[src/rtl/core/sspr_pkg.sv]
// Shared types, widths, codes and helpers for the soft starter phase ramp unit.
`timescale 1ns / 1ps

package sspr_pkg;

  // Defaults for the top level parameters
  localparam int unsigned HALF_CYCLE_COUNTS_DEF = 1500;
  localparam int unsigned PULSE_WIDTH_DEF       = 80;
  localparam int unsigned BYPASS_ANGLE_DEF      = 200;

  // Field widths
  localparam int PHASE_W   = 11;
  localparam int ADC_W     = 12;
  localparam int CUR_W     = 11;
  localparam int SECS_W    = 6;
  localparam int WIN_W     = 12;
  localparam int TICK_W    = 9;
  localparam int MODE_W    = 2;

  // Port widths
  localparam int IN_TDATA_W  = 32;
  localparam int IN_TUSER_W  = 1;
  localparam int OUT_TDATA_W = 8;
  localparam int CFG_IDX_W   = 3;
  localparam int CFG_DATA_W  = 11;

  // Register reset values
  localparam logic [SECS_W-1:0] SECS_RST          = SECS_W'(10);
  localparam logic [CUR_W-1:0]  START_LIMIT_RST   = CUR_W'(700);
  localparam logic [CUR_W-1:0]  TRIP_CURRENT_RST  = CUR_W'(1000);
  localparam logic [CUR_W-1:0]  RELEASE_CURR_RST  = CUR_W'(80);
  localparam int unsigned       SECS_RST_VAL      = 10;

  // Register indexes
  localparam logic [CFG_IDX_W-1:0] REG_ACCEL_SECONDS  = CFG_IDX_W'(0);
  localparam logic [CFG_IDX_W-1:0] REG_DECEL_SECONDS  = CFG_IDX_W'(1);
  localparam logic [CFG_IDX_W-1:0] REG_START_LIMIT    = CFG_IDX_W'(2);
  localparam logic [CFG_IDX_W-1:0] REG_TRIP_CURRENT   = CFG_IDX_W'(3);
  localparam logic [CFG_IDX_W-1:0] REG_RELEASE_CURR   = CFG_IDX_W'(4);

  // Ramp modes
  localparam logic [MODE_W-1:0] MODE_IDLE   = 2'd0;
  localparam logic [MODE_W-1:0] MODE_ACCEL  = 2'd1;
  localparam logic [MODE_W-1:0] MODE_DECEL  = 2'd2;
  localparam logic [MODE_W-1:0] MODE_UNUSED = 2'd3;

  typedef enum logic {
    OP_SAMPLE = 1'b0,
    OP_TICK   = 1'b1
  } sspr_op_t;

  // Commands from the controller to the datapath
  typedef struct packed {
    logic capture;    // register the incoming word
    logic execute;    // apply the held item to the state
    logic cfg_write;  // write a configuration register
    logic div_start;  // start a step size division
    logic step_load;  // store the finished step size
  } sspr_cmd_t;

  // Status from the datapath to the controller
  typedef struct packed {
    logic cfg_ramp_time;  // the write addresses a ramp time register
    logic div_done;       // divider has finished
  } sspr_stat_t;

  // Clamp a one-bit-wider window sum into the 12-bit signed range
  function automatic logic signed [WIN_W-1:0] sat_win(input logic signed [WIN_W:0] v);
    logic signed [WIN_W:0] hi;
    logic signed [WIN_W:0] lo;
    hi = (WIN_W+1)'((1 << (WIN_W-1)) - 1);
    lo = -hi - (WIN_W+1)'(1);
    if (v > hi) begin
      return hi[WIN_W-1:0];
    end else if (v < lo) begin
      return lo[WIN_W-1:0];
    end
    return v[WIN_W-1:0];
  endfunction

  // Sign extend a window value by one bit
  function automatic logic signed [WIN_W:0] ext_win(input logic signed [WIN_W-1:0] v);
    return {v[WIN_W-1], v};
  endfunction

endpackage

[src/rtl/core/sspr_div.sv]
// Restoring divider: constant dividend over a small ramp time, one quotient bit a cycle.
`timescale 1ns / 1ps

module sspr_div #(
  parameter int unsigned DIVIDEND = 1500,
  parameter int unsigned QW       = 11
) (
  input  logic                       clk,
  input  logic                       rst,
  input  logic                       start,
  input  logic [sspr_pkg::SECS_W-1:0] divisor,
  output logic                       busy,
  output logic                       done,
  output logic [QW-1:0]              quotient
);
  import sspr_pkg::*;

  localparam int CW = $clog2(QW + 1);

  logic [QW-1:0]     acc;
  logic [SECS_W-1:0] rem;
  logic [SECS_W-1:0] dsr;
  logic [CW-1:0]     cnt;
  logic [SECS_W:0]   rem_sh;
  logic [SECS_W:0]   rem_diff;
  logic              fits;

  assign rem_sh   = {rem, acc[QW-1]};
  assign fits     = rem_sh >= {1'b0, dsr};
  assign rem_diff = rem_sh - {1'b0, dsr};
  assign quotient = acc;

  always_ff @(posedge clk) begin
    if (rst) begin
      busy <= 1'b0;
      done <= 1'b0;
      cnt  <= '0;
    end else begin
      done <= 1'b0;
      if (start) begin
        busy <= 1'b1;
        cnt  <= CW'(QW);
      end else if (busy) begin
        cnt <= cnt - CW'(1);
        if (cnt == CW'(1)) begin
          busy <= 1'b0;
          done <= 1'b1;
        end
      end
    end
  end

  // dividend shifts out at the top while quotient bits shift in at the bottom
  always_ff @(posedge clk) begin
    if (start) begin
      acc <= QW'(DIVIDEND);
      rem <= '0;
      dsr <= divisor;
    end else if (busy) begin
      acc <= {acc[QW-2:0], fits};
      rem <= fits ? rem_diff[SECS_W-1:0] : rem_sh[SECS_W-1:0];
    end
  end

  a_done_after_busy: assert property (@(posedge clk) disable iff (rst)
    done |-> $past(busy) && !busy)
    else $error("divider done without a running division");

endmodule

[src/rtl/core/sspr_dp.sv]
// Datapath: configuration registers, item register, ramp state, latches and step sizes.
`timescale 1ns / 1ps

module sspr_dp #(
  parameter int unsigned HALF_CYCLE_COUNTS = sspr_pkg::HALF_CYCLE_COUNTS_DEF,
  parameter int unsigned PULSE_WIDTH       = sspr_pkg::PULSE_WIDTH_DEF,
  parameter int unsigned BYPASS_ANGLE      = sspr_pkg::BYPASS_ANGLE_DEF
) (
  input  logic                            clk,
  input  logic                            rst,
  input  sspr_pkg::sspr_cmd_t             cmd,
  output sspr_pkg::sspr_stat_t            stat,
  input  logic [sspr_pkg::IN_TDATA_W-1:0] in_data,
  input  logic [sspr_pkg::IN_TUSER_W-1:0] in_user,
  input  logic [sspr_pkg::CFG_IDX_W-1:0]  cfg_index,
  input  logic [sspr_pkg::CFG_DATA_W-1:0] cfg_data,
  output logic [sspr_pkg::OUT_TDATA_W-1:0] out_data
);
  import sspr_pkg::*;

  localparam int QW = $clog2(HALF_CYCLE_COUNTS + 1);
  localparam int SW = QW - 3;
  localparam int WW = WIN_W + 1;
  localparam logic [SW-1:0] STEP_RST = SW'((HALF_CYCLE_COUNTS / SECS_RST_VAL) / 8);
  localparam logic signed [WIN_W-1:0] HALF_WIN = WIN_W'(HALF_CYCLE_COUNTS);
  localparam logic signed [WW-1:0] HALF_S   = WW'(HALF_CYCLE_COUNTS);
  localparam logic signed [WW-1:0] PW_S     = WW'(PULSE_WIDTH);
  localparam logic signed [WW-1:0] BYPASS_S = WW'(BYPASS_ANGLE);

  // Configuration
  logic [SECS_W-1:0] accel_secs, decel_secs;
  logic [CUR_W-1:0]  start_limit, trip_cur, release_cur;
  logic [SW-1:0]     accel_step, decel_step;
  logic              div_sel;

  // Held item
  sspr_op_t          item_op;
  logic [PHASE_W-1:0] item_phase;
  logic [ADC_W-1:0]  item_adc;
  logic              item_start, item_stop, item_mains, item_emerg;

  // Ramp state and latches
  logic [MODE_W-1:0]        mode, mode_next;
  logic                     ramp_running, ramp_running_next;
  logic signed [WIN_W-1:0]  accel_win_end, accel_win_end_next;
  logic signed [WIN_W-1:0]  decel_win_start, decel_win_start_next;
  logic signed [WIN_W-1:0]  win_start, win_start_next;
  logic signed [WIN_W-1:0]  win_end, win_end_next;
  logic [TICK_W-1:0]        eighth_ticks, eighth_ticks_next;
  logic [CUR_W-1:0]         last_current, last_current_next;
  logic                     fire, fire_next;
  logic                     bypass, bypass_next;
  logic                     over, over_next;
  logic                     mains, mains_next;

  // Divider
  logic [SECS_W-1:0] div_in;
  logic              div_busy, div_done;
  logic [QW-1:0]     div_q;

  assign div_in = (cfg_data[SECS_W-1:0] == '0) ? SECS_W'(1) : cfg_data[SECS_W-1:0];

  sspr_div #(
    .DIVIDEND (HALF_CYCLE_COUNTS),
    .QW       (QW)
  ) u_div (
    .clk      (clk),
    .rst      (rst),
    .start    (cmd.div_start),
    .divisor  (div_in),
    .busy     (div_busy),
    .done     (div_done),
    .quotient (div_q)
  );

  assign stat.cfg_ramp_time = (cfg_index == REG_ACCEL_SECONDS) ||
                              (cfg_index == REG_DECEL_SECONDS);
  assign stat.div_done      = div_done && !div_busy;

  always_ff @(posedge clk) begin
    if (rst) begin
      accel_secs  <= SECS_RST;
      decel_secs  <= SECS_RST;
      start_limit <= START_LIMIT_RST;
      trip_cur    <= TRIP_CURRENT_RST;
      release_cur <= RELEASE_CURR_RST;
      accel_step  <= STEP_RST;
      decel_step  <= STEP_RST;
      div_sel     <= 1'b0;
    end else begin
      if (cmd.cfg_write) begin
        div_sel <= (cfg_index == REG_DECEL_SECONDS);
        case (cfg_index)
          REG_ACCEL_SECONDS: accel_secs  <= cfg_data[SECS_W-1:0];
          REG_DECEL_SECONDS: decel_secs  <= cfg_data[SECS_W-1:0];
          REG_START_LIMIT:   start_limit <= cfg_data[CUR_W-1:0];
          REG_TRIP_CURRENT:  trip_cur    <= cfg_data[CUR_W-1:0];
          REG_RELEASE_CURR:  release_cur <= cfg_data[CUR_W-1:0];
          default: ;
        endcase
      end
      if (cmd.step_load) begin
        if (div_sel) begin
          decel_step <= div_q[QW-1:3];
        end else begin
          accel_step <= div_q[QW-1:3];
        end
      end
    end
  end

  // tdata: phase[10:0], adc[22:11], start, stop, mains toggle, emergency
  always_ff @(posedge clk) begin
    if (cmd.capture) begin
      item_op    <= sspr_op_t'(in_user[0]);
      item_phase <= in_data[PHASE_W-1:0];
      item_adc   <= in_data[PHASE_W +: ADC_W];
      item_start <= in_data[PHASE_W+ADC_W];
      item_stop  <= in_data[PHASE_W+ADC_W+1];
      item_mains <= in_data[PHASE_W+ADC_W+2];
      item_emerg <= in_data[PHASE_W+ADC_W+3];
    end
  end

  always_comb begin
    logic [CUR_W-1:0]        cur;
    logic                    old_over;
    logic                    old_bypass;
    logic                    do_reset;
    logic signed [WIN_W-1:0] sa;
    logic signed [WIN_W-1:0] sd;
    logic signed [WW-1:0]    phase_s;

    mode_next            = mode;
    ramp_running_next    = ramp_running;
    accel_win_end_next   = accel_win_end;
    decel_win_start_next = decel_win_start;
    win_start_next       = win_start;
    win_end_next         = win_end;
    eighth_ticks_next    = eighth_ticks;
    last_current_next    = last_current;
    fire_next            = fire;
    bypass_next          = bypass;
    over_next            = over;
    mains_next           = mains;

    cur        = item_adc[ADC_W-1:1];
    old_over   = over;
    old_bypass = bypass;
    do_reset   = 1'b0;
    sa         = '0;
    sd         = WIN_W'(decel_step);
    phase_s    = $signed({{(WW-PHASE_W){1'b0}}, item_phase});

    if (cmd.execute) begin
      if (item_op == OP_TICK) begin
        if (ramp_running) begin
          if (last_current < start_limit) begin
            sa                = WIN_W'(accel_step);
            eighth_ticks_next = eighth_ticks + TICK_W'(1);
          end
          if (mode == MODE_ACCEL && accel_win_end != sa) begin
            accel_win_end_next = sat_win(ext_win(accel_win_end) - ext_win(sa));
            win_start_next     = sat_win(ext_win(accel_win_end_next) - PW_S);
            win_end_next       = accel_win_end_next;
            if (ext_win(win_start_next) <= BYPASS_S) begin
              bypass_next = 1'b1;
            end
            if (eighth_ticks_next == {accel_secs, 3'b000}) begin
              ramp_running_next    = 1'b0;
              eighth_ticks_next    = '0;
              decel_win_start_next = '0;
            end
          end
          if (mode == MODE_DECEL && ext_win(decel_win_start) <= HALF_S) begin
            decel_win_start_next = sat_win(ext_win(decel_win_start) + ext_win(sd));
            win_start_next       = decel_win_start_next;
            win_end_next         = sat_win(ext_win(decel_win_start_next) + PW_S);
            if (eighth_ticks_next == {decel_secs, 3'b000}) begin
              ramp_running_next  = 1'b0;
              eighth_ticks_next  = '0;
              accel_win_end_next = HALF_WIN;
            end
          end
        end
      end else begin
        last_current_next = cur;
        if (cur >= trip_cur) begin
          over_next   = 1'b1;
          bypass_next = 1'b0;
        end
        // release is judged on the latch as it stood before this sample
        if (cur < release_cur && old_over) begin
          over_next = 1'b0;
          do_reset  = 1'b1;
        end
        if (do_reset) begin
          mode_next            = MODE_IDLE;
          ramp_running_next    = 1'b0;
          accel_win_end_next   = HALF_WIN;
          decel_win_start_next = '0;
          win_start_next       = '0;
          win_end_next         = '0;
          eighth_ticks_next    = '0;
        end
        if (!win_start_next[WIN_W-1] && win_start_next != '0) begin
          fire_next = (phase_s >= ext_win(win_start_next)) &&
                      (phase_s <= ext_win(win_end_next));
        end
        if (item_start && !old_bypass) begin
          mode_next         = MODE_ACCEL;
          ramp_running_next = 1'b1;
        end
        if (item_stop && old_bypass) begin
          mode_next         = MODE_DECEL;
          ramp_running_next = 1'b1;
          bypass_next       = 1'b0;
        end
        if (item_mains) begin
          mains_next = !mains;
        end
        if (item_emerg) begin
          mains_next = 1'b0;
        end
        if (item_mains || item_emerg) begin
          mode_next            = MODE_IDLE;
          ramp_running_next    = 1'b0;
          accel_win_end_next   = HALF_WIN;
          decel_win_start_next = '0;
          win_start_next       = '0;
          win_end_next         = '0;
          eighth_ticks_next    = '0;
        end
      end
    end
  end

  always_ff @(posedge clk) begin
    if (rst) begin
      mode            <= MODE_IDLE;
      ramp_running    <= 1'b0;
      accel_win_end   <= HALF_WIN;
      decel_win_start <= '0;
      win_start       <= '0;
      win_end         <= '0;
      eighth_ticks    <= '0;
      last_current    <= '0;
      fire            <= 1'b0;
      bypass          <= 1'b0;
      over            <= 1'b0;
      mains           <= 1'b0;
    end else begin
      mode            <= mode_next;
      ramp_running    <= ramp_running_next;
      accel_win_end   <= accel_win_end_next;
      decel_win_start <= decel_win_start_next;
      win_start       <= win_start_next;
      win_end         <= win_end_next;
      eighth_ticks    <= eighth_ticks_next;
      last_current    <= last_current_next;
      fire            <= fire_next;
      bypass          <= bypass_next;
      over            <= over_next;
      mains           <= mains_next;
    end
  end

  // latches only move on execute, so they double as the output register
  assign out_data = {1'b0, ramp_running, mode, mains, over, bypass, fire};

  a_running_has_mode: assert property (@(posedge clk) disable iff (rst)
    ramp_running |-> mode != MODE_IDLE)
    else $error("ramp running with no mode");

  a_mode_valid: assert property (@(posedge clk) disable iff (rst)
    mode != MODE_UNUSED)
    else $error("unused ramp mode reached");

endmodule

[src/rtl/core/sspr_ctrl.sv]
// Controller: sequences capture, execute, configuration writes and step size refresh.
`timescale 1ns / 1ps

module sspr_ctrl (
  input  logic                 clk,
  input  logic                 rst,
  input  logic                 s_tvalid,
  output logic                 s_tready,
  output logic                 m_tvalid,
  input  logic                 m_tready,
  input  logic                 cfg_valid,
  output logic                 cfg_ready,
  input  sspr_pkg::sspr_stat_t stat,
  output sspr_pkg::sspr_cmd_t  cmd
);
  import sspr_pkg::*;

  typedef enum logic [2:0] {
    ST_IDLE = 3'b001,
    ST_EXEC = 3'b010,
    ST_DIV  = 3'b100
  } sspr_state_t;

  sspr_state_t state, state_next;
  logic        out_valid;

  always_comb begin
    state_next = state;
    cmd        = '0;
    s_tready   = 1'b0;
    cfg_ready  = 1'b0;
    case (state)
      ST_IDLE: begin
        s_tready  = 1'b1;
        cfg_ready = !s_tvalid;
        if (s_tvalid) begin
          cmd.capture = 1'b1;
          state_next  = ST_EXEC;
        end else if (cfg_valid) begin
          cmd.cfg_write = 1'b1;
          if (stat.cfg_ramp_time) begin
            cmd.div_start = 1'b1;
            state_next    = ST_DIV;
          end
        end
      end
      ST_EXEC: begin
        if (!out_valid || m_tready) begin
          cmd.execute = 1'b1;
          state_next  = ST_IDLE;
        end
      end
      ST_DIV: begin
        if (stat.div_done) begin
          cmd.step_load = 1'b1;
          state_next    = ST_IDLE;
        end
      end
      default: state_next = ST_IDLE;
    endcase
  end

  always_ff @(posedge clk) begin
    if (rst) begin
      state     <= ST_IDLE;
      out_valid <= 1'b0;
    end else begin
      state <= state_next;
      if (cmd.execute) begin
        out_valid <= 1'b1;
      end else if (m_tready) begin
        out_valid <= 1'b0;
      end
    end
  end

  assign m_tvalid = out_valid;

  a_pending_word_kept: assert property (@(posedge clk) disable iff (rst)
    out_valid && !m_tready |=> out_valid)
    else $error("result word dropped before it was taken");

  a_no_accept_in_div: assert property (@(posedge clk) disable iff (rst)
    cmd.div_start |=> !s_tready && !cfg_ready)
    else $error("input or write accepted while the step size is refreshed");

  a_capture_then_exec: assert property (@(posedge clk) disable iff (rst)
    cmd.capture |=> state == ST_EXEC)
    else $error("captured word not executed");

endmodule

[src/rtl/core/soft_starter_phase_ramp_unit.sv]
// Top level of the soft starter phase ramp unit: controller plus datapath.
`timescale 1ns / 1ps

// Channel   Dir  Signals                                   Word
// s_axis    in   s_axis_tvalid/tready, tdata[31:0], tuser  one sample or ramp tick
// m_axis    out  m_axis_tvalid/tready, tdata[7:0]          latch and ramp state after it
// cfg       in   cfg_valid/ready, cfg_index[2:0], data     one register write
//
// An input word is taken into the item register and applied once the output word is free
// or is being taken; the result shows the cycle after. No new input word is taken until then.
// The output word may wait while the next input word is already being taken.
// Writing a ramp time refreshes its step size on the shared divider, one quotient bit a
// cycle; no word is taken while the division runs. Reset is synchronous (rst high) and
// clears all state but the held item and the divider operands; no clearing pass follows.

module soft_starter_phase_ramp_unit #(
  parameter int unsigned HALF_CYCLE_COUNTS = sspr_pkg::HALF_CYCLE_COUNTS_DEF,
  parameter int unsigned PULSE_WIDTH       = sspr_pkg::PULSE_WIDTH_DEF,
  parameter int unsigned BYPASS_ANGLE      = sspr_pkg::BYPASS_ANGLE_DEF
) (
  input  logic                             clk,
  input  logic                             rst,
  input  logic                             s_axis_tvalid,
  output logic                             s_axis_tready,
  // phase_count[10:0], adc_sample[22:11], start_button[23], stop_button[24],
  // mains_toggle_button[25], emergency_button[26], zero [31:27]
  input  logic [sspr_pkg::IN_TDATA_W-1:0]  s_axis_tdata,
  // operation[0]: 0 sample, 1 ramp tick
  input  logic [sspr_pkg::IN_TUSER_W-1:0]  s_axis_tuser,
  output logic                             m_axis_tvalid,
  input  logic                             m_axis_tready,
  // fire[0], bypass_relay[1], overcurrent[2], mains_relay[3], ramp_mode[5:4],
  // ramp_active[6], zero [7]
  output logic [sspr_pkg::OUT_TDATA_W-1:0] m_axis_tdata,
  input  logic                             cfg_valid,
  output logic                             cfg_ready,
  input  logic [sspr_pkg::CFG_IDX_W-1:0]   cfg_index,
  input  logic [sspr_pkg::CFG_DATA_W-1:0]  cfg_data
);
  import sspr_pkg::*;

  sspr_cmd_t  cmd;
  sspr_stat_t stat;

  sspr_ctrl u_ctrl (
    .clk       (clk),
    .rst       (rst),
    .s_tvalid  (s_axis_tvalid),
    .s_tready  (s_axis_tready),
    .m_tvalid  (m_axis_tvalid),
    .m_tready  (m_axis_tready),
    .cfg_valid (cfg_valid),
    .cfg_ready (cfg_ready),
    .stat      (stat),
    .cmd       (cmd)
  );

  sspr_dp #(
    .HALF_CYCLE_COUNTS (HALF_CYCLE_COUNTS),
    .PULSE_WIDTH       (PULSE_WIDTH),
    .BYPASS_ANGLE      (BYPASS_ANGLE)
  ) u_dp (
    .clk       (clk),
    .rst       (rst),
    .cmd       (cmd),
    .stat      (stat),
    .in_data   (s_axis_tdata),
    .in_user   (s_axis_tuser),
    .cfg_index (cfg_index),
    .cfg_data  (cfg_data),
    .out_data  (m_axis_tdata)
  );

endmodule
[config.mk]
export PLATFORM = sky130hd
export DESIGN_NAME = soft_starter_phase_ramp_unit
export DESIGN_NICKNAME = d
export VERILOG_FILES = /design/src/rtl/core/sspr_pkg.sv /design/src/rtl/core/sspr_div.sv /design/src/rtl/core/sspr_dp.sv /design/src/rtl/core/sspr_ctrl.sv /design/src/rtl/core/soft_starter_phase_ramp_unit.sv
export SDC_FILE = /design/constraint.sdc
export NUM_CORES = 1
export LEC_CHECK = 0
export BUFFER_PORTS_ARGS = -buffer_cell sky130_fd_sc_hd__buf_4
export CORE_MARGIN = 2
export CORE_UTILIZATION = 40
export DETAILED_ROUTE_END_ITERATION = 6
export GPL_ROUTABILITY_DRIVEN = 0
export PLACE_DENSITY = 0.59
export SETUP_SLACK_MARGIN = 0.02
export SYNTH_ARGS = -nofsm -noshare
export SYNTH_HDL_FRONTEND = slang
export SYNTH_SLANG_ARGS = --single-unit
[constraint.sdc]
create_clock -name clk -period 10.6 [get_ports clk]
set_input_delay 2.12 -clock clk [delete_from_list [all_inputs] [get_ports clk]]
set_output_delay 2.12 -clock clk [all_outputs]
set_load 0.02 [all_outputs]
==> results.md <==
* Status: complete, no violations
* Min Hold Slack at about 0.46 ns
* Gr usage total at 0.1937
* Vias in the first global route at ~8800
* Post-CTS setup buffers at 0
* Via count at around 9100
* Fraction of registers with async set/reset at 0
* CP Class: reg -> reg
* CTS buffer count at 17
* Top fanout value on the critical path at 21
* Tcrit/Tclk final at 0.4888
* Share of the synthesized area in the top cell type at 0.2922
* Syn-to-layout area delta at 11.01%
* Worst-Margin Slew at roughly 1.2 ns
* Post-detail-place hpwl at about 20000 microns
* Fin crit period at between 5 and 6 ns
* Avg Cell Area, Syn at 8.722 sq um
* Pleak at between 5 and 6 nW
* Ys flop type: dfxtp_1
* Die Wd at about 170 microns
* Mapped Cells at 1288
* Ant diodes at 0
* Die area at 0.02944 sq mm
* Worst Hold Class: reg -> reg
* Power Density at 137.3 mW/mm^2
* Initial antenna violation count at 0
* Clk buf depth at 2
* Clock transition at path regs at approximately 0.070 ns
* Hold buffers post-CTS at 0
* Post-CTS sizing at 0
* Slew Limit Fails at 0
* Global route total overflow at 0
* Yosys warnings at 0
* Max VDD drop at approximately 0.00011 V
* Worst-Skew Late Latency at between 0.4 and 0.5 ns
* CTS root buffer: clkbuf_16
* Worst Clk Skew at 0.01335 ns
* Nets@finish at between 1000 and 1500
* Top cells by area, synth: dfxtp_1 29%, ha_1 8.9%, edfxtp_1 8.8%, nand2_1 6.0%, mux2i_1 5.0%
* Boundary Pins at 63
* WL final at between 20000 and 30000 microns
* Worst relative slew slack at 0.1700
* Input/output buffers at 55
* Count of final setup violators at 0
* Post-route ant nets at 0
* Syn Nets at approximately 1400
* Netlist cell types at a little under 100
* Wire length of the first global-routing pass at 45090 microns
* Core area at around 0.028 sq mm
* Clk sinks at between 150 and 200
* RSZ-0062 raised after global routing: no
* Die height at roughly 170 microns
* Share of layout cells above drive strength 1 at 0.1006
* Synthesized flop and latch total at 197
* Fin. Hold Viols at 0
* Setup crit start kind: flip-flop
* Setup TNS at 0 ns
* H-tree Lvls at 4
* CTS tree: built
* Setup crit end kind: flip-flop
* Post-synth EDFFs at 33
* DR DRC count at 0
* Routed length per placed instance at approximately 16 microns
* Avg Vias per Cell at between 5 and 6
* Mapped cell area at 0.01123 sq mm
* Initial drt markers at about 550
* Largest net degree at the start of global routing at 63
* Sequential area share after synthesis at 0.3804
* Maximum capacitance violations at 0
* Number of cell rows at 61
* 1st-pass router iterations at 5
* CP arrival at around 5.6 ns
* Max Freq at between 150 and 200 MHz
* Initial Util at 0.4055
* Worst endpoint required time at around 11 ns
* Yosys top cell by area: dfxtp_1
sequential cells by signal, indices dropped and copies added (netlist names), 2 cells and up:
| register | count |
|---|---|
| u_dp.trip_cur | 11 |
| u_dp.last_current | 11 |
| u_dp.mode | 2 |
| u_dp.u_div.quotient | 11 |
| u_dp.win_start | 12 |
| u_dp.item_adc | 11 |
| u_dp.u_div.rem | 6 |
| u_dp.release_cur | 11 |
| u_dp.accel_step | 8 |
| u_dp.win_end | 12 |
| u_dp.item_phase | 11 |
| u_dp.u_div.cnt | 4 |
| u_dp.accel_win_end | 12 |
| u_dp.decel_win_start | 12 |
| u_dp.eighth_ticks | 9 |
| u_dp.decel_step | 8 |
| u_dp.accel_secs | 6 |
| u_dp.u_div.dsr | 6 |
| u_ctrl.state | 3 |
| u_dp.start_limit | 11 |
| u_dp.decel_secs | 6 |
cell usage after synthesis (6+ instances only):
cell type	instances
nand2_1	181
dfxtp_1	164
nor2_1	94
a21oi_1	86
ha_1	80
inv_1	62
mux2i_1	56
nand3_1	47
clkbuf_1	46
o21ai_0	44
edfxtp_1	33
a21o_1	31
nor3_1	23
xnor2_1	23
nand2b_1	22
o21ai_1	16
nor2b_1	15
xor2_1	15
a31oi_1	14
o21a_1	13
nand4_1	12
and2_1	11
o211ai_1	10
buf_1	9
or3_1	8
a211oi_1	7
buf_4	7
a22o_1	6
and3_1	6
buf_2	6
nand3b_1	6
cell type report:
| cell class | count | area, sq um |
|---|---|---|
| fillers | 2739 | 15230 |
| clock inverters | 14 | 155.1 |
| repair buffers | 62 | 465.4 |
| flip-flops and latches | 197 | 4274 |
| multi-input cells | 958 | 6417 |
| well taps | 378 | 473.0 |
| clock buffers | 18 | 450.4 |
| inverters | 63 | 236.5 |
placed cells by master, fill, tap and decap left out, types with 6 or more instances in the layout:
cell type	n
buf_4	62
clkbuf_16	18
xnor2_1	23
nand2_1	181
xor2_1	15
inv_6	7
o21ai_1	16
inv_1	62
or3_1	8
a211oi_1	7
nand3b_1	6
a21oi_1	86
nand4_1	12
and3_1	6
nor2_1	94
and2_1	11
nand2b_1	22
edfxtp_1	33
a22o_1	6
nand3_1	47
a31oi_1	14
o21ai_0	44
nor3_1	22
mux2i_1	56
a21o_1	31
o211ai_1	10
ha_1	80
o21a_1	13
nor2b_1	15
dfxtp_1	164
critical path: stages (launching register included):
cell	delay [ns]
dfxtp_1	0.33
inv_1	0.04
ha_1	0.29
a211oi_2	0.24
a21boi_4	0.27
o211ai_4	0.15
nand2_2	0.35
nand2_1	0.17
ha_1	0.31
nor2b_1	0.14
o21ai_2	0.15
a21boi_2	0.11
o31ai_4	0.27
nand3_2	0.20
mux2_2	0.39
or3_1	0.51
ha_1	0.33
inv_1	0.06
o311ai_0	0.43
o211ai_1	0.18
a31oi_1	0.18
power breakdown:
group	internal (mW)	switching (mW)	total (mW)
combinational	0.0959	0.115	0.211
clock	0.331	0.332	0.662
sequential	0.804	0.0350	0.839
total	1.23	0.482	1.71
kinds of logic after synthesis:
logic type      Yosys count  synth area share
compound gates          316            0.1989
xor+xnor                 38           0.02962
fa+ha+maj                83           0.09444
buf+inv                 133           0.04878
flops                   197            0.3804
mux                      58           0.05190
other cells               1         0.0003338
simple gates            462            0.1956
stage by stage:
stage	std cells	total power, mW	util	setup WS (ns)	cell area [sq um]
floorplan	1288	1.006	-	5.684	11230
global placement	1658	1.064	0.4283	5.584	11870
detailed placement	1658	1.070	0.4283	5.492	11870
CTS	1690	1.733	0.4502	5.454	12470
global route	1690	1.794	0.4502	5.116	12470
finish	1690	1.713	0.4502	5.419	12470
final timing paths:
check | start | end | slack [ns] | depth (start not counted)
setup / recovery | u_dp.start_limit[10] | u_dp.bypass | 5.42 | 20
hold / removal | u_dp.last_current[0] | u_dp.last_current[0] | 0.46 | 2
setup reg to reg | u_dp.start_limit[10] | u_dp.bypass | 5.42 | 20
hold reg to reg | u_dp.last_current[0] | u_dp.last_current[0] | 0.46 | 2
routing by layer:
metal | global-route usage | vias to the layer above | routed length [microns]
met3 | 0.02876 | 32 | 849
met5 | 0 | - | 0
li1 | - | 4615 | -
met4 | 0.06522 | 0 | 541
met1 | 0.2571 | 4311 | 13370
met2 | 0.3220 | 167 | 13070
(Power assumes the default switching activity.)
